--- src/hdl/ipc_pkg.sv ---
// Shared types, constants and codes for the isotonic calibration block.
package ipc_pkg;

    localparam int BLOCKS    = 1024;
    localparam int FRAC_BITS = 15;
    localparam int IDX_W     = $clog2(BLOCKS);
    localparam int CNT_W     = IDX_W + 1;
    localparam int KEY_W     = 16;
    localparam int W_W       = 26;
    localparam int S_W       = 42;
    localparam int SW_W      = 32;
    localparam int Q_W       = 17;
    localparam int DCNT_W    = $clog2(Q_W);
    localparam int HALF_W    = 21;
    localparam int PP_W      = HALF_W + W_W;
    localparam int CMP_W     = S_W + W_W;

    localparam logic [W_W-1:0]   W_MAX = {W_W{1'b1}};
    localparam logic [KEY_W-1:0] ONE_Q = KEY_W'(32'd1 << FRAC_BITS);

    typedef enum logic [2:0] {
        ACT_ADD    = 3'd0,
        ACT_FINISH = 3'd1,
        ACT_READ   = 3'd2,
        ACT_QUERY  = 3'd3,
        ACT_CLEAR  = 3'd4
    } t_action;

    typedef enum logic [2:0] {
        ST_OK    = 3'd0,
        ST_ORDER = 3'd1,
        ST_FULL  = 3'd2,
        ST_EMPTY = 3'd3,
        ST_INDEX = 3'd4
    } t_status;

    typedef enum logic [2:0] {
        OP_ADD,
        OP_FINISH,
        OP_READ,
        OP_QUERY,
        OP_CLEAR,
        OP_NOP
    } t_op;

    typedef enum logic [4:0] {
        S_IDLE,
        S_EXEC,
        S_PUSH_CHK,
        S_PUSH_LD,
        S_MUL_LO,
        S_MUL_HI,
        S_CMP,
        S_PUSH_WR,
        S_FIN_START,
        S_FIN_LD,
        S_DIV,
        S_FIN_MUL,
        S_FIN_WR,
        S_Q_CHK,
        S_Q_CMP,
        S_RD,
        S_DONE
    } t_state;

    typedef struct packed {
        logic [2:0]  action;
        logic [15:0] key;
        logic [15:0] score;
        logic [15:0] sample_weight;
        logic [9:0]  entry_number;
    } t_in;

    typedef struct packed {
        logic [2:0]  status;
        logic [15:0] edge_res;
        logic [15:0] probability;
        logic [25:0] total_weight;
        logic [10:0] entry_count;
    } t_out;

    typedef struct packed {
        t_op              op;
        logic [KEY_W-1:0] key;
        logic [SW_W-1:0]  sw;
        logic [15:0]      w;
        logic [9:0]       entry;
    } t_cmd;

endpackage

--- src/hdl/ipc_front.sv ---
// Request decode and two-entry command queue in front of the engine.
module ipc_front (
    input  logic          i_clk,
    input  logic          i_rst_n,
    input  logic          i_valid,
    output logic          o_ready,
    input  ipc_pkg::t_in  i_data,
    output logic          o_cmd_valid,
    input  logic          i_cmd_pop,
    output ipc_pkg::t_cmd o_cmd
);

    ipc_pkg::t_cmd              w_cmd;
    logic [ipc_pkg::KEY_W-1:0]  w_score;
    ipc_pkg::t_cmd              r_q [2];
    logic                       r_wp;
    logic                       r_rp;
    logic [1:0]                 r_cnt;
    logic                       w_push;

    always_comb begin
        w_score = (i_data.score > ipc_pkg::ONE_Q) ? ipc_pkg::ONE_Q : i_data.score;
        w_cmd.key   = i_data.key;
        w_cmd.w     = i_data.sample_weight;
        w_cmd.entry = i_data.entry_number;
        w_cmd.sw    = {16'd0, w_score} * {16'd0, i_data.sample_weight};
        unique case (i_data.action)
            ipc_pkg::ACT_ADD: begin
                // zero weight adds do nothing
                w_cmd.op = (i_data.sample_weight == 16'd0) ? ipc_pkg::OP_NOP
                                                           : ipc_pkg::OP_ADD;
            end
            ipc_pkg::ACT_FINISH: w_cmd.op = ipc_pkg::OP_FINISH;
            ipc_pkg::ACT_READ:   w_cmd.op = ipc_pkg::OP_READ;
            ipc_pkg::ACT_QUERY:  w_cmd.op = ipc_pkg::OP_QUERY;
            ipc_pkg::ACT_CLEAR:  w_cmd.op = ipc_pkg::OP_CLEAR;
            default:             w_cmd.op = ipc_pkg::OP_NOP;
        endcase
    end

    assign o_ready     = (r_cnt != 2'd2);
    assign w_push      = i_valid && o_ready;
    assign o_cmd_valid = (r_cnt != 2'd0);
    assign o_cmd       = r_q[r_rp];

    always_ff @(posedge i_clk) begin
        if (!i_rst_n) begin
            r_wp  <= 1'b0;
            r_rp  <= 1'b0;
            r_cnt <= 2'd0;
        end else begin
            if (w_push) begin
                r_wp <= ~r_wp;
            end
            if (i_cmd_pop) begin
                r_rp <= ~r_rp;
            end
            r_cnt <= r_cnt + {1'b0, w_push} - {1'b0, i_cmd_pop};
        end
    end

    always_ff @(posedge i_clk) begin
        if (w_push) begin
            r_q[r_wp] <= w_cmd;
        end
    end

endmodule

--- config.mk ---
export PLATFORM = sky130hd
export DESIGN_NAME = ipc_front
export DESIGN_NICKNAME = d
export VERILOG_FILES = /design/src/hdl/ipc_pkg.sv /design/src/hdl/ipc_front.sv
export SDC_FILE = /design/constraint.sdc
export NUM_CORES = 1
export LEC_CHECK = 0
export BUFFER_PORTS_ARGS = -buffer_cell sky130_fd_sc_hd__buf_4
export CAP_MARGIN = 20
export CORE_MARGIN = 3
export CORE_UTILIZATION = 34
export CTS_CLUSTER_DIAMETER = 100
export DETAILED_ROUTE_END_ITERATION = 8
export SLEW_MARGIN = 20
export SYNTH_ARGS = -nofsm -noshare
export SYNTH_HDL_FRONTEND = slang
export SYNTH_SLANG_ARGS = --single-unit
--- constraint.sdc ---
create_clock -name i_clk -period 8.3 [get_ports i_clk]
set_input_delay 1.66 -clock i_clk [delete_from_list [all_inputs] [get_ports i_clk]]
set_output_delay 1.66 -clock i_clk [all_outputs]
set_load 0.005 [all_outputs]
==> impl_metrics.py <==
metrics = {
    "status": {
        "outcome": "complete, no violations",
    },
    "sta": {
        "setup-tns-final_ns": 0,
        "fin_crit_sh_pct": 93.5,
        "clock-skew-final_ns": 0.00683,
        "max_slew_margin_pct": 38.4,
        "tightest_slew_ns": 0.925,
        "report.final.slew_viol_count": 0,
        "hold_violations": 0,
        "finalSetupViolations": 0,
        "rsz0062_at_grt": "false",
        "setup_slack_ns": 0.541,
        "layout_min_cycle_time_ns": 7.76,
        "max_freq_mhz": 129,
    },
    "grt": {
        "grt_overflow_total": 0,
        "antenna_found_initial": 0,
        "grt_pass1_vias": 10400,
        "gr-usage-all-layers_pct": 15.4,
        "grt_max_degree": 61,
        "grt_pass1_wl_microns": 54200,
    },
    "worst_setup_path": {
        "worstPathRequired_ns": 8.49,
        "crit_family": "adder cells",
        "max_stage_delay_ns": 0.54,
        "crit_type": "in -> reg",
        "cp_cell_sequence": "buf_4 > nor4_1 > a41oi_1 > nor2b_1 > buf_4 > nand2_1 > fa_1 > fa_1 > fa_1 > inv_1 > fa_1 > fa_1 > inv_1 > fa_1 > inv_1 > ha_1 > a21oi_1 > nor2_1 > a211oi_1 > o211a_1 > a31o_2 > o21ai_2 > xor2_1",
        "worstPathArrival_ns": 7.95,
        "cp_max_fo": 16,
        "crit_buf_inv": 5,
        "cp-end-kind": "flip-flop",
        "worst_path_most_repeated_cell": "fa_1",
        "cp-start-kind": "input port",
        "cp_slowest_cell": "fa_1",
    },
    "floorplan": {
        "rows": 74,
        "core_sq_um": 41500,
        "die_area_sq_um": 45100,
        "die_h_microns": 212,
        "die_w_microns": 212,
        "pin_count": 144,
        "initial_core_util_pct": 34.9,
    },
    "yosys": {
        "synthCells": 1285,
        "yosysWarnings": 0,
        "synth_top_area_share_pct": 31.9,
        "syn_avg_cell_area_sq_um": 11.3,
        "yosysTopAreaCell": "edfxtp_1",
        "yosysSeqAreaShare_pct": 32.6,
        "netlist_area_sq_um": 14500,
        "synth_cell_type_count": 56,
        "yosys_register_bits": 159,
        "syn_nets": 1650,
        "synth_edf_count": 154,
        "synth-main-ff-cell": "edfxtp_1",
        "synth-async-reset-ratio_pct": 0,
        "synthTopCellsByArea": "edfxtp_1, fa_1, ha_1, mux2_2, inv_1",
    },
    "clocking": {
        "cts_setup_buffers": 0,
        "cts_max_level": 4,
        "clock_latency_ns": 0.44,
        "cts_made_buffers": 17,
        "cts_resized": 0,
        "cts_tree": "done",
        "clkSlewWorstSetupHoldPaths_ns": 0.07,
        "postCtsHoldBufs": 0,
        "clockBufferDepth": 2,
        "cts.sinks": 159,
        "cts_root_buf": "clkbuf_16",
    },
    "routing": {
        "ant_nets": 0,
        "viasPerCell": 4.95,
        "drt_iter0_drc": 549,
        "vias": 9731,
        "drc": 0,
        "routedWlPerCell_microns": 17.1,
        "first_pass_iters": 4,
        "wl_microns": 33700,
    },
    "min_path": {
        "hold_path_class": "reg -> reg",
    },
    "place": {
        "place_congestion": 0.886,
        "port_buffers": 143,
        "dpl_worst_slack_ns": 0.122,
        "dpl.cell_count": 1935,
        "hpwl_microns": 25300,
    },
    "cells_and_area": {
        "syn_to_final_growth_pct": 16.3,
        "final_nets": 1787,
        "final_layout_size_suffix_gt1_share_pct": 20.1,
        "fin_cells": 1967,
        "num_antenna_cells": 0,
    },
    "job": {
        "cap_violations": 0,
    },
    "power_and_ir_drop": {
        "power.density_nw_per_um2": 280,
        "leakagePower_nw": 7.54,
        "ir_drop_v": 0.000208,
        "power_mw": 4.72,
    },
}
[cells by family after synthesis]
kind of cell	count (synthesis)	share of synthesized area (%)
xor gates and xnor gates	28	1.69
adders and majority gates	300	36.0
and+or+nand+nor	358	12.4
DFF	159	32.6
AOI/OAI and AO/OA	91	4.28
buffers and inverters	272	7.08
muxes	77	5.99
[worst min-delay path: cells and delay by family, from the launching register on]
kind / cells / cell delay, ns
flops: 1 / 0.33
simple gates: 1 / 0.15
xor+xnor: 1 / 0.07
[state kept, by name, summed over array words and instances, names as in the netlist, named ones only]
signal / flops
r_cnt: 2
r_q: 154
r_rp: 1
r_wp: 1
[metrics by stage]
step / util, % / instance area, sq um / hold WS, ns
floorplan: - / 14500 / 0.542
global placement: 39.1 / 16200 / 0.558
detailed placement: 39.1 / 16200 / 0.574
CTS: 40.6 / 16800 / 0.583
global route: 40.6 / 16800 / 0.619
finish: 40.6 / 16800 / 0.572
[report_power, final]
group	switching, mW	internal, mW	leakage (nW)
registers	0.0397	1.25	1.48
clock network	0.349	0.453	0.298
logic	1.54	1.08	5.76
total	1.93	2.79	7.54
[cell usage in the layout, fill, tap and decap left out, types with 2 or more instances in the layout]
cell type | synthesis | layout
inv_1 | 224 | 224
fa_1 | 194 | 194
buf_4 | 0 | 164
nand2_1 | 160 | 160
edfxtp_1 | 154 | 154
and2_1 | 122 | 122
ha_1 | 106 | 106
mux2_2 | 77 | 77
a21oi_1 | 25 | 25
nor2b_1 | 18 | 18
xnor2_1 | 18 | 18
clkbuf_16 | 0 | 17
nor2_1 | 16 | 15
o21ai_0 | 13 | 13
a21o_1 | 10 | 10
xor2_1 | 10 | 10
nand3_1 | 9 | 9
o21ai_1 | 7 | 7
inv_6 | 0 | 7
nor4_1 | 6 | 6
a211oi_1 | 6 | 6
nand4_1 | 6 | 6
nand2b_1 | 5 | 5
nor3_1 | 4 | 4
o21bai_1 | 4 | 4
a31oi_1 | 4 | 4
dfxtp_1 | 5 | 4
o21ai_2 | 2 | 2
o21a_1 | 2 | 2
a21oi_2 | 2 | 2
and3_1 | 3 | 2
or4_1 | 2 | 2
bufinv_16 | 0 | 2
clkinv_2 | 0 | 2
clkinv_4 | 0 | 2
[area by class of cell]
cell class	count	area (sq um)
clock buffers	17	425
inverters	225	845
well taps	532	666
multi-input cells	854	8750
repair buffers	165	1250
fillers	4030	24600
flip-flops and latches	159	4730
clock inverters	15	176
[worst paths after layout]
path	start	to	slack, ns	cells after the start
worst max-delay path	i_data[40]	r_q[1][55]	0.54	23
worst max register to register	r_cnt[0]	r_q[0][75]	5.92	4
worst min-delay path	r_rp	flip-flop	0.57	2
worst min register to register	r_rp	flip-flop	0.57	2
[layer usage]
layer / routed length [microns] / track usage (%) / vias up
met5: 0 / 0 / -
li1: - / - / 4407
met3: 1350 / 2.35 / 80
met2: 17600 / 27.4 / 243
met4: 1210 / 7.25 / 0
met1: 13600 / 18.4 / 5001
[Yosys cell counts, types with 7 or more instances]
cell / count
fa_1: 194
a21oi_1: 25
mux2_2: 77
o21ai_0: 13
and2_1: 122
a21o_1: 10
ha_1: 106
nor2b_1: 18
edfxtp_1: 154
inv_1: 224
nor2_1: 16
xor2_1: 10
xnor2_1: 18
clkbuf_1: 38
nand2_1: 160
nand3_1: 9
o21ai_1: 7
Power figures use the tool's default switching activity.
